`src/hdl/rmsw_pkg.sv`:
```
// Shared constants and types for the RMSSD window estimator.
// No dependencies; the interfaces, the top level, the squarer and the square root import it.

package rmsw_pkg;

  localparam int RR_W            = 12;       // interval and result width
  localparam int SQ_W            = 2 * RR_W; // width of one squared difference
  localparam int ROOT_W          = 12;       // root of a SQ_W-bit radicand
  localparam int MIN_HELD        = 3;        // intervals needed for a real estimate
  localparam int DEF_WINDOW      = 20;
  localparam logic [RR_W-1:0] DEF_RMSSD_RESET = 12'd80;

  typedef enum logic [3:0] {
    ST_IDLE,
    ST_RD_PREV,
    ST_RD_OLD,
    ST_RD_NEXT,
    ST_WRITE,
    ST_SQ_ADD,
    ST_SQ_SUB,
    ST_DIV,
    ST_SQRT,
    ST_DONE
  } rmsw_state_t;

endpackage

```
`src/hdl/rmsw_ifs.sv`:
```
// Valid/ready channel interfaces for the interval input and the result output.
// Depends on rmsw_pkg for the field widths.

interface rmsw_rr_if import rmsw_pkg::*; ();
  logic            valid;
  logic            ready;
  logic [RR_W-1:0] rr_ms;

  modport source (output valid, output rr_ms, input ready);
  modport sink   (input valid, input rr_ms, output ready);
endinterface

interface rmsw_res_if import rmsw_pkg::*; ();
  logic            valid;
  logic            ready;
  logic [RR_W-1:0] rmssd_ms;
  logic            window_short;

  modport source (output valid, output rmssd_ms, output window_short, input ready);
  modport sink   (input valid, input rmssd_ms, input window_short, output ready);
endinterface

```
`src/hdl/rmssd_window_estimator.sv`:
```
// Top level of the RMSSD window estimator: sequencer, interval ring and output register.
// Depends on rmsw_pkg, rmsw_ifs, rmsw_ram, rmsw_sqr, rmsw_div and rmsw_sqrt.
//
// Usage:
// The interval channel carries one beat-to-beat interval (rr_ms, milliseconds) per beat.
// The result channel returns exactly one beat per interval: rmssd_ms, the floored root
// mean square of successive differences over the last WINDOW intervals in arrival order,
// and window_short, which is set when fewer than three intervals are held and the
// default_rmssd register value is reported instead. cfg_we/cfg_data write that register.
//
// Timing: an interval is taken only while the sequencer is idle. It reads the ring at the
// write pointer and on either side of it and writes the new interval, then the running
// sum of squares is updated incrementally with up to two bit-serial squarings. Unless
// the window is short, the sum is divided by the count minus one in a restoring divider
// and rooted; the result is then loaded into the output register. A new interval is
// taken only once the sequencer has returned to idle after that load. The divider is the
// longest single step.
//
// Reset clears the ring pointer, the fill count, the sum and the output valid flag and
// loads default_rmssd with 80; the window starts empty. The finished result waits in an
// output register, so a new interval is taken while the receiver stalls; the sequencer
// holds its next result until that register has been emptied.

module rmssd_window_estimator import rmsw_pkg::*; #(
  parameter int WINDOW = DEF_WINDOW
) (
  input  logic            clk,
  input  logic            rst,
  input  logic            cfg_we,
  input  logic [RR_W-1:0] cfg_data,
  rmsw_rr_if.sink         interval,
  rmsw_res_if.source      result
);

  localparam int PTR_W = $clog2(WINDOW);
  localparam int CNT_W = $clog2(WINDOW + 1);
  // Each squared difference is below 2^SQ_W and at most WINDOW-1 of them are summed.
  localparam int SUM_W = SQ_W + $clog2(WINDOW);

  rmsw_state_t state, state_next;

  logic [RR_W-1:0]  default_rmssd;
  logic [PTR_W-1:0] wp;
  logic [PTR_W-1:0] wp_dec;
  logic [PTR_W-1:0] wp_inc;
  logic [CNT_W-1:0] fill;
  logic [SUM_W-1:0] sum;
  logic [SUM_W-1:0] sum_next;
  logic [RR_W-1:0]  rr_q;
  logic [RR_W-1:0]  prev_val;
  logic [RR_W-1:0]  old0;
  logic [RR_W-1:0]  old1;
  logic             evict;
  logic             short_win;

  logic             ram_we;
  logic [PTR_W-1:0] ram_raddr;
  logic [RR_W-1:0]  ram_rdata;

  logic             sq_start;
  logic [RR_W-1:0]  sq_operand;
  logic             sq_done;
  logic [SQ_W-1:0]  sq_product;

  logic             div_start;
  logic             div_done;
  logic [SUM_W-1:0] div_quotient;

  logic             sqrt_start;
  logic             sqrt_done;
  logic [ROOT_W-1:0] sqrt_root;

  logic             accept;
  logic             load_out;
  logic             out_valid;
  logic [RR_W-1:0]  out_rmssd;
  logic             out_short;

  assign accept    = interval.valid && interval.ready;
  assign wp_dec    = (wp == '0) ? PTR_W'(WINDOW - 1) : wp - PTR_W'(1);
  assign wp_inc    = (wp == PTR_W'(WINDOW - 1)) ? '0 : wp + PTR_W'(1);
  assign short_win = (fill < CNT_W'(MIN_HELD));

  // Ring of the most recent intervals; entries may be read before being written, but only written values are used.
  rmsw_ram #(
    .WIDTH (RR_W),
    .DEPTH (WINDOW)
  ) u_ring (
    .clk   (clk),
    .we    (ram_we),
    .waddr (wp),
    .wdata (rr_q),
    .raddr (ram_raddr),
    .rdata (ram_rdata)
  );

  rmsw_sqr u_sqr (
    .clk     (clk),
    .rst     (rst),
    .start   (sq_start),
    .operand (sq_operand),
    .done    (sq_done),
    .product (sq_product)
  );

  rmsw_div #(
    .DVD_W (SUM_W),
    .DVS_W (CNT_W)
  ) u_div (
    .clk      (clk),
    .rst      (rst),
    .start    (div_start),
    .dividend (sum_next),
    .divisor  (fill - CNT_W'(1)),
    .done     (div_done),
    .quotient (div_quotient)
  );

  // The mean of the squares is below 2^SQ_W, so only the low quotient bits matter.
  rmsw_sqrt u_sqrt (
    .clk      (clk),
    .rst      (rst),
    .start    (sqrt_start),
    .radicand (div_quotient[2*ROOT_W-1:0]),
    .done     (sqrt_done),
    .root     (sqrt_root)
  );

  always_ff @(posedge clk) begin
    if (rst) begin
      state <= ST_IDLE;
    end else begin
      state <= state_next;
    end
  end

  // Sequencer. The sum of squares is kept up to date incrementally: the newest
  // difference is added, and once the window is full the difference between the
  // evicted interval and its successor is removed.
  always_comb begin
    state_next = state;
    ram_we     = 1'b0;
    ram_raddr  = wp;
    sq_start   = 1'b0;
    sq_operand = (rr_q >= prev_val) ? rr_q - prev_val : prev_val - rr_q;
    div_start  = 1'b0;
    sqrt_start = 1'b0;
    load_out   = 1'b0;
    sum_next   = sum;
    case (state)
      ST_IDLE: begin
        if (accept) begin
          state_next = ST_RD_PREV;
        end
      end
      ST_RD_PREV: begin
        ram_raddr  = wp_dec;
        state_next = ST_RD_OLD;
      end
      ST_RD_OLD: begin
        ram_raddr  = wp;
        state_next = ST_RD_NEXT;
      end
      ST_RD_NEXT: begin
        ram_raddr  = wp_inc;
        state_next = ST_WRITE;
      end
      ST_WRITE: begin
        ram_we = 1'b1;
        if (fill != '0) begin
          sq_start   = 1'b1;
          state_next = ST_SQ_ADD;
        end else begin
          state_next = ST_DONE;
        end
      end
      ST_SQ_ADD: begin
        sq_operand = (old1 >= old0) ? old1 - old0 : old0 - old1;
        if (sq_done) begin
          sum_next = sum + SUM_W'(sq_product);
          if (evict) begin
            sq_start   = 1'b1;
            state_next = ST_SQ_SUB;
          end else if (short_win) begin
            state_next = ST_DONE;
          end else begin
            div_start  = 1'b1;
            state_next = ST_DIV;
          end
        end
      end
      ST_SQ_SUB: begin
        if (sq_done) begin
          sum_next   = sum - SUM_W'(sq_product);
          div_start  = 1'b1;
          state_next = ST_DIV;
        end
      end
      ST_DIV: begin
        if (div_done) begin
          sqrt_start = 1'b1;
          state_next = ST_SQRT;
        end
      end
      ST_SQRT: begin
        if (sqrt_done) begin
          state_next = ST_DONE;
        end
      end
      ST_DONE: begin
        if (!out_valid || result.ready) begin
          load_out   = 1'b1;
          state_next = ST_IDLE;
        end
      end
      default: begin
        state_next = ST_IDLE;
      end
    endcase
  end

  // Control registers.
  always_ff @(posedge clk) begin
    if (rst) begin
      default_rmssd <= DEF_RMSSD_RESET;
      wp            <= '0;
      fill          <= '0;
      sum           <= '0;
      out_valid     <= 1'b0;
    end else begin
      if (cfg_we) begin
        default_rmssd <= cfg_data;
      end
      sum <= sum_next;
      if (state == ST_WRITE) begin
        wp <= wp_inc;
        if (fill != CNT_W'(WINDOW)) begin
          fill <= fill + CNT_W'(1);
        end
      end
      if (load_out) begin
        out_valid <= 1'b1;
      end else if (result.ready) begin
        out_valid <= 1'b0;
      end
    end
  end

  // Payload registers. Read data arrives in the cycle after its address.
  always_ff @(posedge clk) begin
    if (accept) begin
      rr_q <= interval.rr_ms;
    end
    if (state == ST_RD_OLD) begin
      prev_val <= ram_rdata;
    end
    if (state == ST_RD_NEXT) begin
      old0 <= ram_rdata;
    end
    if (state == ST_WRITE) begin
      old1  <= ram_rdata;
      evict <= (fill == CNT_W'(WINDOW));
    end
    if (load_out) begin
      out_rmssd <= short_win ? default_rmssd : sqrt_root;
      out_short <= short_win;
    end
  end

  assign interval.ready      = (state == ST_IDLE);
  assign result.valid        = out_valid;
  assign result.rmssd_ms     = out_rmssd;
  assign result.window_short = out_short;

endmodule

```
`src/hdl/rmsw_ram.sv`:
```
// Generic simple dual-port RAM: one write port, one read port, registered read data.
// No dependencies.

module rmsw_ram #(
  parameter int WIDTH = 12,
  parameter int DEPTH = 20
) (
  input  logic                     clk,
  input  logic                     we,
  input  logic [$clog2(DEPTH)-1:0] waddr,
  input  logic [WIDTH-1:0]         wdata,
  input  logic [$clog2(DEPTH)-1:0] raddr,
  output logic [WIDTH-1:0]         rdata
);

  logic [WIDTH-1:0] mem [DEPTH];

  always_ff @(posedge clk) begin
    if (we) begin
      mem[waddr] <= wdata;
    end
    rdata <= mem[raddr];
  end

endmodule

```
`src/hdl/rmsw_sqr.sv`:
```
// Bit-serial squarer: one operand bit per cycle, most significant bit first.
// Depends on rmsw_pkg for the operand and product widths.

module rmsw_sqr import rmsw_pkg::*; (
  input  logic            clk,
  input  logic            rst,
  input  logic            start,
  input  logic [RR_W-1:0] operand,
  output logic            done,
  output logic [SQ_W-1:0] product
);

  localparam int CNT_W = $clog2(RR_W + 1);

  logic [RR_W-1:0]  mcand;
  logic [RR_W-1:0]  mbits;
  logic [CNT_W-1:0] cnt;
  logic             running;

  always_ff @(posedge clk) begin
    if (rst) begin
      running <= 1'b0;
      done    <= 1'b0;
      cnt     <= '0;
    end else begin
      done <= running && (cnt == CNT_W'(1));
      if (start) begin
        running <= 1'b1;
        cnt     <= CNT_W'(RR_W);
      end else if (running) begin
        cnt <= cnt - CNT_W'(1);
        if (cnt == CNT_W'(1)) begin
          running <= 1'b0;
        end
      end
    end
  end

  // Shift-and-add, doubling the partial product before each new bit.
  always_ff @(posedge clk) begin
    if (start) begin
      mcand   <= operand;
      mbits   <= operand;
      product <= '0;
    end else if (running) begin
      product <= {product[SQ_W-2:0], 1'b0}
                 + (mbits[RR_W-1] ? SQ_W'(mcand) : SQ_W'(0));
      mbits   <= {mbits[RR_W-2:0], 1'b0};
    end
  end

endmodule

```
`src/hdl/rmsw_div.sv`:
```
// Restoring divider producing one quotient bit per cycle.
// Depends on nothing outside its parameters.

module rmsw_div #(
  parameter int DVD_W = 29,
  parameter int DVS_W = 5
) (
  input  logic             clk,
  input  logic             rst,
  input  logic             start,
  input  logic [DVD_W-1:0] dividend,
  input  logic [DVS_W-1:0] divisor,
  output logic             done,
  output logic [DVD_W-1:0] quotient
);

  localparam int CNT_W = $clog2(DVD_W + 1);

  logic [DVD_W-1:0] shreg;
  logic [DVS_W-1:0] rem;
  logic [DVS_W-1:0] dvs;
  logic [CNT_W-1:0] cnt;
  logic             running;
  logic [DVS_W:0]   trial;
  logic [DVS_W:0]   diff;
  logic             ge;

  assign trial    = {rem, shreg[DVD_W-1]};
  assign diff     = trial - {1'b0, dvs};
  assign ge       = (trial >= {1'b0, dvs});
  assign quotient = shreg;

  always_ff @(posedge clk) begin
    if (rst) begin
      running <= 1'b0;
      done    <= 1'b0;
      cnt     <= '0;
    end else begin
      done <= running && (cnt == CNT_W'(1));
      if (start) begin
        running <= 1'b1;
        cnt     <= CNT_W'(DVD_W);
      end else if (running) begin
        cnt <= cnt - CNT_W'(1);
        if (cnt == CNT_W'(1)) begin
          running <= 1'b0;
        end
      end
    end
  end

  // Dividend bits leave at the top while quotient bits enter at the bottom.
  always_ff @(posedge clk) begin
    if (start) begin
      shreg <= dividend;
      rem   <= '0;
      dvs   <= divisor;
    end else if (running) begin
      shreg <= {shreg[DVD_W-2:0], ge};
      rem   <= ge ? diff[DVS_W-1:0] : trial[DVS_W-1:0];
    end
  end

endmodule

```
`src/hdl/rmsw_sqrt.sv`:
```
// Digit-by-digit integer square root, two radicand bits and one root bit per cycle.
// Depends on rmsw_pkg for the root width.

module rmsw_sqrt import rmsw_pkg::*; (
  input  logic              clk,
  input  logic              rst,
  input  logic              start,
  input  logic [2*ROOT_W-1:0] radicand,
  output logic              done,
  output logic [ROOT_W-1:0] root
);

  localparam int CNT_W = $clog2(ROOT_W + 1);

  logic [2*ROOT_W-1:0] shreg;
  logic [ROOT_W:0]     rem;
  logic [ROOT_W+2:0]   shifted;
  logic [ROOT_W+2:0]   trial;
  logic                ge;
  logic [CNT_W-1:0]    cnt;
  logic                running;

  assign shifted = {rem, shreg[2*ROOT_W-1 -: 2]};
  assign trial   = {1'b0, root, 2'b01};
  assign ge      = (shifted >= trial);

  always_ff @(posedge clk) begin
    if (rst) begin
      running <= 1'b0;
      done    <= 1'b0;
      cnt     <= '0;
    end else begin
      done <= running && (cnt == CNT_W'(1));
      if (start) begin
        running <= 1'b1;
        cnt     <= CNT_W'(ROOT_W);
      end else if (running) begin
        cnt <= cnt - CNT_W'(1);
        if (cnt == CNT_W'(1)) begin
          running <= 1'b0;
        end
      end
    end
  end

  // The remainder never exceeds twice the partial root, so ROOT_W+1 bits hold it.
  always_ff @(posedge clk) begin
    if (start) begin
      shreg <= radicand;
      rem   <= '0;
      root  <= '0;
    end else if (running) begin
      shreg <= {shreg[2*ROOT_W-3:0], 2'b00};
      if (ge) begin
        rem  <= (ROOT_W+1)'(shifted - trial);
        root <= {root[ROOT_W-2:0], 1'b1};
      end else begin
        rem  <= shifted[ROOT_W:0];
        root <= {root[ROOT_W-2:0], 1'b0};
      end
    end
  end

endmodule
```
`src/flat_wrapper.sv`:
```
// flat-port wrapper written by rule: the top's interface ports become plain ports
module rmssd_window_estimator_flat import rmsw_pkg::*;
#(
  parameter int WINDOW = DEF_WINDOW
)
  (clk, rst, cfg_we, cfg_data, interval_valid, interval_rr_ms, interval_ready, result_valid, result_rmssd_ms, result_window_short, result_ready);
  rmsw_rr_if interval_i ();
  rmsw_res_if result_i ();
  input  logic clk;
  input  logic rst;
  input  logic cfg_we;
  input  logic [RR_W-1:0] cfg_data;
  input wire logic [$bits(interval_i.valid)-1:0] interval_valid;
  input wire logic [$bits(interval_i.rr_ms)-1:0] interval_rr_ms;
  output wire logic [$bits(interval_i.ready)-1:0] interval_ready;
  output wire logic [$bits(result_i.valid)-1:0] result_valid;
  output wire logic [$bits(result_i.rmssd_ms)-1:0] result_rmssd_ms;
  output wire logic [$bits(result_i.window_short)-1:0] result_window_short;
  input wire logic [$bits(result_i.ready)-1:0] result_ready;
  assign interval_i.valid = interval_valid;
  assign interval_i.rr_ms = interval_rr_ms;
  assign interval_ready = interval_i.ready;
  assign result_valid = result_i.valid;
  assign result_rmssd_ms = result_i.rmssd_ms;
  assign result_window_short = result_i.window_short;
  assign result_i.ready = result_ready;
  rmssd_window_estimator #(.WINDOW(WINDOW)) u_core (.clk(clk), .rst(rst), .cfg_we(cfg_we), .cfg_data(cfg_data), .interval(interval_i), .result(result_i));
endmodule
```
`config.mk`:
```
export PLATFORM = sky130hd
export DESIGN_NAME = rmssd_window_estimator_flat
export DESIGN_NICKNAME = d
export VERILOG_FILES = /design/src/hdl/rmsw_pkg.sv /design/src/hdl/rmsw_ifs.sv /design/src/hdl/rmssd_window_estimator.sv /design/src/hdl/rmsw_ram.sv /design/src/hdl/rmsw_sqr.sv /design/src/hdl/rmsw_div.sv /design/src/hdl/rmsw_sqrt.sv /design/src/flat_wrapper.sv
export SDC_FILE = /design/constraint.sdc
export NUM_CORES = 1
export LEC_CHECK = 0
export BUFFER_PORTS_ARGS = -buffer_cell sky130_fd_sc_hd__buf_2
export CAP_MARGIN = 20
export CORE_MARGIN = 10
export CORE_UTILIZATION = 59
export CTS_CLUSTER_SIZE = 28
export DETAILED_ROUTE_END_ITERATION = 16
export PLACE_DENSITY = 0.83
export SKIP_LAST_GASP = 1
export SLEW_MARGIN = 20
export SYNTH_ARGS = -nofsm -noshare
export SYNTH_HDL_FRONTEND = slang
export SYNTH_SLANG_ARGS = --single-unit
```
`constraint.sdc`:
```
create_clock -name clk -period 3.83 [get_ports clk]
set_input_delay 0.766 -clock clk [delete_from_list [all_inputs] [get_ports clk]]
set_output_delay 0.766 -clock clk [all_outputs]
set_load 0.02 [all_outputs]
```
==> results.py <==
metrics = {
    "status": {
        "outcome": "complete, no violations",
    },
    "place": {
        "dp_hpwl_um": 46300,
        "port-buffer-count": 43,
        "globalplace.congestion": 0.920,
    },
    "synth": {
        "synthFlopType": "edfxtp_1",
        "synth_edf_count": 384,
        "synth_seq_cells": 525,
        "syn-num-nets": 2806,
        "yosys.area.top_type": "edfxtp_1",
        "synth_top_area_share_pct": 42.4,
        "yosysWarnings": 0,
        "ys_seq_area_share_pct": 52.8,
        "yosys-top-cells-area": "edfxtp_1, dfxtp_1, ha_1, nand2_1, mux2i_1",
        "syn_area_per_cell_um2": 10.3,
        "netlist_area_mm2": 0.0272,
        "ys_types": 84,
        "async_reset_ff_share_pct": 0,
        "syn_inst": 2631,
    },
    "floorplan": {
        "io_pins": 44,
        "core-area_mm2": 0.0455,
        "fp.dieW_um": 235,
        "die-area_mm2": 0.0551,
        "num_rows": 78,
        "dieHeight_um": 235,
        "initial_core_util_pct": 59.8,
    },
    "sta": {
        "slew_viol_final": 0,
        "timing.fmax_mhz": 281,
        "worstMarginPinSlew_ns": 1.02,
        "relSlewSlack_pct": 32.1,
        "min_period_ns": 3.56,
        "setup_viol": 0,
        "finalCritPeriodShare_pct": 93.0,
        "fin_setup_tns_ns": 0,
        "hold_viol": 0,
        "finClkSkew_ns": 0.0150,
        "rsz0062_at_grt": "false",
    },
    "min_path": {
        "hold_path_class": "in2reg",
        "hold_path_depth": 1,
    },
    "cells_and_area": {
        "nNetsFinal": 2842,
        "final_cell_mix": "nand2_1, edfxtp_1, nor2_1",
        "syn_to_final_growth_pct": 11.4,
        "antenna_cells": 0,
        "final_common_cell": "nand2_1",
        "post_route_cells_drive_above_1_share_pct": 10.8,
    },
    "drt": {
        "drt-initial-drc-count": 2324,
        "wl_um": 68800,
        "ant_nets": 0,
        "dr_total_vias": 20800,
        "drtPass1Iterations": 6,
        "wire_per_inst_um": 20.8,
        "viasPerCell": 6.27,
        "drc_errors": 0,
    },
    "clock_network": {
        "cts_num_sinks": 525,
        "ctsRootBufferMaster": "clkbuf_16",
        "hold_buffers": 0,
        "clk_path_buf_depth": 3,
        "insertion_delay_ns": 0.61,
        "cts_tree": "done",
        "clkTransAtPathRegs_ns": 0.06,
        "cts.htree.levels": 2,
        "numCtsBuffers": 52,
    },
    "power_and_ir_drop": {
        "leakagePower_nw": 11.7,
        "pwr_density_cell_mw_per_mm2": 622,
        "power.total_mw": 18.9,
        "ir_drop_mv": 0.593,
    },
    "worst_setup_path": {
        "cp_common_cell": "mux2_2",
        "critPathCaptureType": "flop",
        "crit_required_ns": 4.18,
        "path_max_fanout": 16,
        "worstPathCellList": "inv_1, ha_1, a21oi_1, a311oi_1, a211oi_4, mux2_2, o31ai_1, a31oi_1, xor2_1, mux2i_1, mux2_2",
        "cp.arrival_ns": 3.92,
        "r2r_setup_slack_ns": 0.27,
        "crit_path_end": "u_core.u_sqr.mbits[10]",
        "crit_start": "u_core.old1[3]",
        "r2r_start": "u_core.old1[3]",
        "r2r_cells": 11,
        "start_kind": "flop",
        "critPathKind": "reg2reg",
        "reg2reg_to": "u_core.u_sqr.mbits[10]",
        "slowest_delay_ns": 0.76,
        "critPathSlowestCell": "a211oi_4",
    },
    "grt": {
        "grtUsageTotal_pct": 23.9,
        "grt_pass1_wl_um": 109000,
        "grt_max_degree": 73,
        "grt_pass1_vias": 20100,
        "antenna_found_initial": 1,
        "grt_overflow_total": 0,
    },
    "run": {
        "max_cap_viol_count": 0,
    },
}
-- Yosys cell counts, types with 24 or more instances --
master,instances
nor3_1,28
inv_1,135
nand3_1,60
o211ai_1,35
o21ai_0,115
a311oi_1,33
and2_1,51
nand2_1,400
nand2b_1,24
a211oi_1,37
nor2_1,203
xnor2_1,49
a21oi_1,151
a21o_1,28
nor2b_1,24
mux2i_1,88
clkbuf_1,111
dfxtp_1,141
ha_1,138
edfxtp_1,384
-- registers in the layout (all words and copies together), names as in the netlist, 13 cells and up --
signal / flops
u_core.sum: 29
u_core.u_sqrt.shreg: 24
u_core.u_ring.mem: 240
u_core.u_sqr.product: 24
u_core.u_div.quotient: 29
u_core.u_sqrt.rem: 13
-- cells by family after synthesis --
| family | Yosys count | synth area share, % |
|---|---|---|
| adder cells (fa/ha/maj) | 146 | 6.94 |
| XOR/XNOR | 70 | 2.25 |
| AND/OR/NAND/NOR | 893 | 14.9 |
| multiplexers | 104 | 3.90 |
| buffers and inverters | 287 | 4.11 |
| AO/OA/AOI/OAI | 606 | 15.1 |
| flip-flops | 525 | 52.8 |
-- power by group --
part	leakage [nW]	internal (mW)	switching, mW
clock network	0.924	3.47	2.23
registers	4.62	6.69	0.314
logic	6.15	2.26	3.89
total	11.7	12.4	6.43
-- critical path, delay by kind of cell, from the launching register on --
family	cells	cell delay [ns]
XOR/XNOR	1	0.16
multiplexers	3	0.82
flip-flops	1	0.36
adder cells (fa/ha/maj)	1	0.39
AO/OA/AOI/OAI	5	1.50
buffers and inverters	1	0.06
-- cell type report --
type / instances / area (um2)
fill: 3393 / 15200
inverter: 139 / 522
clock buffer: 71 / 1440
multi-input combinational: 1819 / 11800
sequential: 525 / 14400
clock inverter: 27 / 487
tap: 600 / 751
timing repair buffer: 130 / 906
-- metrics by stage --
step | setup WS, ns | hold WS (ns) | cell area [um2] | std cells | util, %
final | 0.268 | 0.326 | 30300 | 3311 | 66.6
after floorplan | 0.584 | 0.421 | 27200 | 2631 | -
after global placement | 0.207 | 0.447 | 28300 | 3212 | 62.3
after detailed placement | 0.114 | 0.471 | 28300 | 3212 | 62.3
after CTS | 0.0609 | 0.304 | 30300 | 3310 | 66.5
after global routing | 0.0244 | 0.312 | 30300 | 3311 | 66.6
-- how the worst min path moves through the flow --
stage / start / end / slack [ns]
final: interval_rr_ms[10] / u_core.rr_q[10] / 0.33
after global routing: interval_rr_ms[8] / u_core.rr_q[8] / 0.31
after CTS: interval_rr_ms[9] / u_core.rr_q[9] / 0.30
after detailed placement: u_core.u_ring.rdata[10] / u_core.prev_val[10] / 0.47
after global placement: u_core.u_ring.rdata[10] / u_core.prev_val[10] / 0.45
after floorplan: u_core.u_ring.rdata[0] / u_core.old0[0] / 0.42
-- routing by layer --
layer	share of wire (%)	global-route usage [%]
met3	8.5	3.68
met1	42	32.5
met5	0.019	0
met4	3.0	8.99
met2	47	38.0
-- repair_timing --
action                     4_1_cts  5_1_grt
gates resized for setup          0        3
setup endpoints to repair        0        4
setup buffers                    0        1
(Power assumes the default switching activity.)
